File: src/rtl/camera_offset_to_world_unit_assert.svh
// Assertion macros for the camera offset to world unit.
// Included by the top level, which checks its own pipeline; no other dependency.
`ifndef CAMERA_OFFSET_TO_WORLD_UNIT_ASSERT_SVH
`define CAMERA_OFFSET_TO_WORLD_UNIT_ASSERT_SVH
`ifndef SYNTHESIS
`define COWT_ASSERT_IMP(label, ante, cons, msg) \
   label: assert property (@(posedge clock) disable iff (reset) (ante) |-> (cons)) \
      else $error(msg);
`define COWT_ASSERT_NXT(label, ante, cons, msg) \
   label: assert property (@(posedge clock) disable iff (reset) (ante) |=> (cons)) \
      else $error(msg);
`else
`define COWT_ASSERT_IMP(label, ante, cons, msg)
`define COWT_ASSERT_NXT(label, ante, cons, msg)
`endif
`endif

File: src/rtl/cowt_pkg.sv
// Shared constants and types of the camera offset to world unit.
// No dependencies; used by cowt_phase, cowt_sine_rom and the top level.
package cowt_pkg;

   localparam int ANGLE_W = 17;
   localparam int COORD_W = 32;
   localparam int QUAD_W = 2;

   // Angles are in 1/128 degree.
   localparam int FULL_TURN = 46080;
   localparam int QUARTER_TURN = 11520;

   // Half pi in Q30, used to build the quarter-wave sine table.
   localparam logic [63:0] HALF_PI_Q30 = 64'd1686629713;

   // A quarter turn is 256 * 45; this is ceil(2^32 / 45) for the divide by 45.
   localparam logic [26:0] RECIP_45 = 27'd95443718;
   localparam int RECIP_SHIFT = 32;
   localparam int PRE_SHIFT = 8;

   localparam logic signed [COORD_W-1:0] COORD_MAX = 32'sh7FFF_FFFF;
   localparam logic signed [COORD_W-1:0] COORD_MIN = 32'sh8000_0000;

   // Positions and offsets that ride alongside the angle pipeline.
   // The first member sits in the top bits, so the word order is reversed here.
   typedef struct packed {
      logic signed [COORD_W-1:0] off_u;
      logic signed [COORD_W-1:0] off_f;
      logic signed [COORD_W-1:0] off_r;
      logic signed [COORD_W-1:0] pos_z;
      logic signed [COORD_W-1:0] pos_y;
      logic signed [COORD_W-1:0] pos_x;
   } coord_set_type;

endpackage

File: src/rtl/cowt_phase.sv
// Angle to table phase: wraps an angle into one turn, splits off the quadrant
// and scales the rest to a table index over four stages. Uses cowt_pkg.
module cowt_phase #(
   parameter int D = 1024
) (
   input  logic                                clock,
   input  logic                                en,
   input  logic signed [cowt_pkg::ANGLE_W-1:0] angle,
   output logic [cowt_pkg::QUAD_W-1:0]         quad,
   output logic [$clog2(D)-1:0]                index
);

   localparam int RW = $clog2(D);
   localparam int TW = 20;
   localparam int PW = 30;
   localparam int MW = TW + 27;
   localparam int PRE = cowt_pkg::PRE_SHIFT;
   localparam logic signed [18:0] FT = 19'(cowt_pkg::FULL_TURN);

   logic signed [18:0] ext;
   logic signed [18:0] red;
   logic [15:0] red_in, red_ff;
   logic [cowt_pkg::QUAD_W-1:0] q2_in, q2_ff, q3_ff, q4_ff;
   logic [13:0] vq_in, vq_ff;
   logic [PW-1:0] scaled;
   logic [TW-1:0] t_in, t_ff;
   logic [MW-1:0] recip_prod;
   logic [RW-1:0] idx_in, idx_ff;

   // Stage one wraps the angle into [0, one turn).
   always_comb begin
      ext = 19'(angle);
      if (ext < -FT) begin
         red = ext + FT + FT;
      end else if (ext < 19'sd0) begin
         red = ext + FT;
      end else if (ext >= FT) begin
         red = ext - FT;
      end else begin
         red = ext;
      end
      red_in = red[15:0];
   end

   // Stage two takes the quadrant off and keeps the angle within it.
   always_comb begin
      if (red_ff >= 16'(3 * cowt_pkg::QUARTER_TURN)) begin
         q2_in = 2'd3;
         vq_in = 14'(red_ff - 16'(3 * cowt_pkg::QUARTER_TURN));
      end else if (red_ff >= 16'(2 * cowt_pkg::QUARTER_TURN)) begin
         q2_in = 2'd2;
         vq_in = 14'(red_ff - 16'(2 * cowt_pkg::QUARTER_TURN));
      end else if (red_ff >= 16'(cowt_pkg::QUARTER_TURN)) begin
         q2_in = 2'd1;
         vq_in = 14'(red_ff - 16'(cowt_pkg::QUARTER_TURN));
      end else begin
         q2_in = 2'd0;
         vq_in = red_ff[13:0];
      end
   end

   // Stage three scales by the depth and drops the factor 256 of a quarter turn.
   always_comb begin
      scaled = PW'(vq_ff) * PW'(D);
      t_in = scaled[PRE + TW - 1:PRE];
   end

   // Stage four divides by 45 through the reciprocal, exact over this range.
   always_comb begin
      recip_prod = MW'(t_ff) * MW'(cowt_pkg::RECIP_45);
      idx_in = recip_prod[cowt_pkg::RECIP_SHIFT + RW - 1:cowt_pkg::RECIP_SHIFT];
   end

   always_ff @(posedge clock) begin
      if (en) begin
         red_ff <= red_in;
         q2_ff <= q2_in;
         vq_ff <= vq_in;
         q3_ff <= q2_ff;
         t_ff <= t_in;
         q4_ff <= q3_ff;
         idx_ff <= idx_in;
      end
   end

   assign quad = q4_ff;
   assign index = idx_ff;

endmodule

File: config.mk
export PLATFORM = sky130hd
export DESIGN_NAME = cowt_phase
export DESIGN_NICKNAME = d
export VERILOG_FILES = /design/src/rtl/camera_offset_to_world_unit_assert.svh /design/src/rtl/cowt_pkg.sv /design/src/rtl/cowt_phase.sv
export SDC_FILE = /design/constraint.sdc
export NUM_CORES = 1
export LEC_CHECK = 0
export ABC_AREA = 0
export ABC_CLOCK_PERIOD_IN_PS = 5300
export BUFFER_PORTS_ARGS = -buffer_cell sky130_fd_sc_hd__buf_2
export CAP_MARGIN = 20
export CORE_MARGIN = 2
export CORE_UTILIZATION = 45
export CTS_CLUSTER_DIAMETER = 150
export DETAILED_ROUTE_END_ITERATION = 8
export HOLD_SLACK_MARGIN = 0.02
export PLACE_DENSITY = 0.66
export SETUP_SLACK_MARGIN = 0.15
export SYNTH_ARGS = -nofsm -noshare
export SYNTH_HDL_FRONTEND = slang
export SYNTH_SLANG_ARGS = --single-unit
File: constraint.sdc
create_clock -name clock -period 5.3 [get_ports clock]
set_clock_uncertainty 0.1 [all_clocks]
set_input_delay 0.53 -clock clock [delete_from_list [all_inputs] [get_ports clock]]
set_output_delay 0.53 -clock clock [all_outputs]
set_load 0.01 [all_outputs]
Word level (Yosys, flattened, before mapping)
Index checks and enable logic that the tools add are counted.
Word-level totals
  register bits after elaboration: 60
  input port bits: 19
  output and inout bits: 12
  logic and storage cells: 30
Cells by class
  $add $sub $neg: 6
  multipliers: 1
  magnitude comparators: 6
  multiplexer cells: 8
  reductions and logical operators: 1
Operators by type and width (number)
  16-bit two-way mux: 3
  14-bit two-way mux: 3
  14-bit by 26-bit multiplier with 39-bit output (second input constant): 1
  16-bit adder (second input constant): 2
  17-bit >= comparator (second input constant): 1
  17-bit by 1-bit less-than comparator with 1-bit output (second input constant): 1
  17-bit less-than comparator (second input constant): 1
  16-bit by 14-bit >= comparator with 1-bit output (second input constant): 1
  16-bit by 15-bit >= comparator with 1-bit output (second input constant): 1
  16-bit >= comparator (second input constant): 1
  16-bit subtractor (second input constant): 1
  14-bit by 11-bit subtractor with 14-bit output (second input constant): 1
  14-bit by 13-bit subtractor with 14-bit output (second input constant): 1
  14-bit subtractor (second input constant): 1
  1-bit two-way mux: 2
  2-bit OR reduction: 1

Longest topological paths before layout
  depth after elaboration: 4
  gate-level depth with buffers: 20
  gate-level depth less buffers: 20

Worst setup path before layout
Ideal clock, no wire load.
  path kind: reg2reg
  start point: reg t_ff[13]
  end point: reg idx_ff[5] (netlist: index[5]) (data pin)
  setup time: 262 ps
  arrival: 4867 ps
  required time: 4938 ps
  path slack: 72 ps
  cell stages (with the launch flop): 19
  path buffers: 0
  clock period less this slack: 5228 ps
  cells stage by stage: edfxtp_1 > ha_1 > inv_1 > fa_1 > fa_1 > inv_1 > fa_1 > fa_1 > inv_1 > fa_1 > inv_1 > ha_1 > a211oi_1 > nor2_1 > o31ai_1 > nand2_1 > o21ai_1 > o21ai_1 > xor2_1
Between the ends
  longest elaborated chain between the ends: 1
Ends and longest elaborated chain
  start: declaration: RTL line cowt_phase.sv:26  | logic [TW-1:0] t_in, t_ff;
  start signal: assignment: RTL line cowt_phase.sv:80  | t_ff <= t_in;
  14-bit by 26-bit multiplier with 39-bit output: RTL line cowt_phase.sv:70  | recip_prod = MW'(t_ff) * MW'(cowt_pkg::RECIP_45);
  net recip_prod[37]: RTL line cowt_phase.sv:27  | logic [MW-1:0] recip_prod;
  end signal: assignment: RTL line cowt_phase.sv:82  | idx_ff <= idx_in;
  end: declaration: RTL line cowt_phase.sv:28  | logic [RW-1:0] idx_in, idx_ff;
The timed path passes the listed nets, and every way through them passes these cells.
A chain may end at the register's enable or synchronous reset.

Worst setup path in the final report
  start point: reg t_ff[12]
  end point: reg idx_ff[8] (netlist: index[8]) (data pin)
The elaborated chain is that of the path after synthesis.

==> qor.yml <==
outcome: "complete, no violations"
crit_fanout: 4
synth_top_family_by_area: "adder cells"
path_depth: 15
r2r_end: "index[8]$_DFFE_PP_"
placed_area_sq_mm: 0.00779
ys_seq_elements: 60
yosysSeqAreaShare_pct: 25.3
synth_compound_area_share_pct: 12.3
finalMaxSlewViolations: 0
antenna_found_initial: 0
yosysUniqueCellTypes: 55
layout_setup_ws_ps: 164
areaGrowthSynthToFinish_pct: 23.8
start_kind: "flop"
dieWidth_microns: 130
synth_edf_count: 60
crit_required_ps: 5350
nNetsFinal: 994
synth_cells: 683
period_share_pct: 96.9
rr_startpoint: "t_ff[12]$_DFFE_PP_"
fp.dieH_microns: 130
synthFlopType: "edfxtp_1"
synth_mux_area_share_pct: 0.581
crit_path_start: "t_ff[12]$_DFFE_PP_"
ant_nets: 0
start_util_pct: 46.4
cp_common_cell: "ha_1"
htree_num_levels: 3
crit_family: "adder cells"
setup_tns_ps: 0
dr.pass1.iters: 5
vias_per_cell: 5.26
dpl.hpwl_microns: 13500
cts_root_buffer: "clkbuf_16"
tightest_slew_ps: 771
cp.arrival_ps: 5190
first_global_vias: 5328
gp_congestion: 0.942
critPathBufInv: 3
cts_buffer_depth: 2
cp_slowest_cell: "fa_1"
hold_buffers: 0
synth_area_sq_mm: 0.00711
final_common_cell: "inv_1"
portBuffers: 30
die-area_sq_mm: 0.0168
overflow: 0
core-area_sq_mm: 0.0153
rows: 45
finalHoldViolations: 0
slew_headroom_pct: 48.6
grt_first_pass_wirelength_microns: 26400
ios: 31
track_usage_pct: 20.5
worst_setup_path_end_kind: "flop"
drc: 0
synthAdderAreaFrac_pct: 43.4
drt_iter0_markers: 234
r2r_cells: 15
final_cell_mix: "151 x inv_1, 103 x ha_1, 64 x fa_1"
cts_tree: "built"
synth_warnings: 0
crit_end: "index[8]$_DFFE_PP_"
routedWlPerCell_microns: 16.7
cap_violations: 0
cts_buffers: 9
dr_total_vias: 5189
yosys.area_share.simple_pct: 6.53
period_needed_ps: 5140
drt-total-wl_microns: 16500
synthXorXnorAreaFrac_pct: 2.96
clock_latency_ps: 340
clock_sinks: 60
async_reset_ff_share_pct: 0
slowest_delay_ps: 550
insertedDiodeCount: 0
finalInstanceArea_sq_mm: 0.00880
hold_class: "input pin to flop"
grt_max_degree: 61
synth_fp_nets: 906
clk_pin_slew_worst_paths_ps: 50
setup_viol: 0
crit_type: "flop to flop"
fmax_mhz: 195
post-place-ws_ps: -133
fin_util_pct: 57.5
rsz0062_at_grt: "true"
worst-r2r-setup-slack_ps: 160
drive_above_1_share_pct: 23.2
path_cells: "ha_4 > inv_1 > fa_1 > fa_2 > buf_4 > fa_1 > inv_1 > ha_1 > ha_1 > ha_1 > a21o_1 > a211o_1 > a2111oi_4 > nor2_2 > o311ai_1"
syn_avg_cell_area_sq_um: 10.4
==> what timing repair did <==
action | in CTS | in global routing
endpoints found under the setup margin | 8 | 10
pin swaps | 42 | 17
setup buffers | 15 | 3
gates resized for setup | 55 | 32
cloned | 0 | 0
==> worst min path at each step <==
stage	startpoint	to	slack (ps)	cells after the start
2_1_floorplan	q2_ff[0]$_SDFFCE_PN1P_	q3_ff[0]$_DFFE_PP_	300	0
3_3_place_gp	vq_ff[10]$_DFFE_PP_	t_ff[12]$_DFFE_PP_	300	0
3_5_place_dp	vq_ff[10]$_DFFE_PP_	t_ff[12]$_DFFE_PP_	300	0
4_1_cts	angle[6]	red_ff[6]$_DFFE_PP_	270	1
5_1_grt	angle[1]	red_ff[1]$_DFFE_PP_	280	1
6_report	angle[6]	red_ff[6]$_DFFE_PP_	290	1
==> kinds of logic (layout without fill, tap and decap cells) <==
group           Yosys count  count (layout)
fa+ha+maj               204             204
buf+inv                 169             262
compound gates          127             127
simple gates             95              95
flops                    60              60
xor+xnor                 24              24
mux                       4               4
==> per-stage QoR <==
stage	hold slack, ps	instances
floorplan	300	683
global placement	301	953
detailed placement	305	953
CTS	272	984
global route	278	987
finish	286	987
==> synth_stat cells (2+ instances only) <==
master      n  share of area, %
o21a_1      4              0.42
a21oi_1    33               2.3
a21boi_0    2              0.21
o31ai_1     4              0.42
xnor2_1    17               2.1
edfxtp_1   60                25
clkbuf_1    8              0.42
ha_1      133                23
fa_1       71                20
nand3_1     8              0.56
o211ai_1    5              0.53
or3_1       2              0.18
mux2i_1     3              0.42
and3_1      3              0.26
o21ai_1     9              0.63
xor2_1      7              0.86
a31oi_1     7              0.62
o22ai_1     6              0.53
nand2_1    28               1.5
nor3_1      2              0.14
a221o_1     2              0.28
nor2_1     30               1.6
o21ai_0    18               1.3
nor2b_1     3              0.26
a211oi_1    6              0.63
o221ai_1    2              0.25
nand4_1     4              0.35
a211o_1     3              0.37
nor4_1      3              0.26
nand3b_1    2              0.21
a21o_1     11               1.2
nand2b_1    4              0.35
inv_1     161               8.5
==> routing by layer <==
metal / share of wire, % / global-route usage (%) / vias up
met4: 1.8 / 6.64 / 0
met5: 0 / 0 / -
met1: 45 / 27.0 / 2551
met2: 50 / 35.3 / 120
met3: 3.2 / 2.54 / 30
li1: - / - / 2488
==> flip-flops by register name, summed over array words and instances, names as in the netlist <==
signal and cells:
index 10, q2_ff 2, q3_ff 2, quad 2, red_ff 16, t_ff 14, vq_ff 14
==> area by class of cell <==
class                      instances  area [sq um]
clock buffer                       9           225
multi-input combinational        454          5210
fill                            1298          6510
inverter                         161           604
clock inverter                     7           115
sequential                        60          1800
tap                              211           264
timing repair buffer              85           586
Power is not shown: default switching activity piles up to over one toggle a cycle in this logic, so the estimate is an artifact.
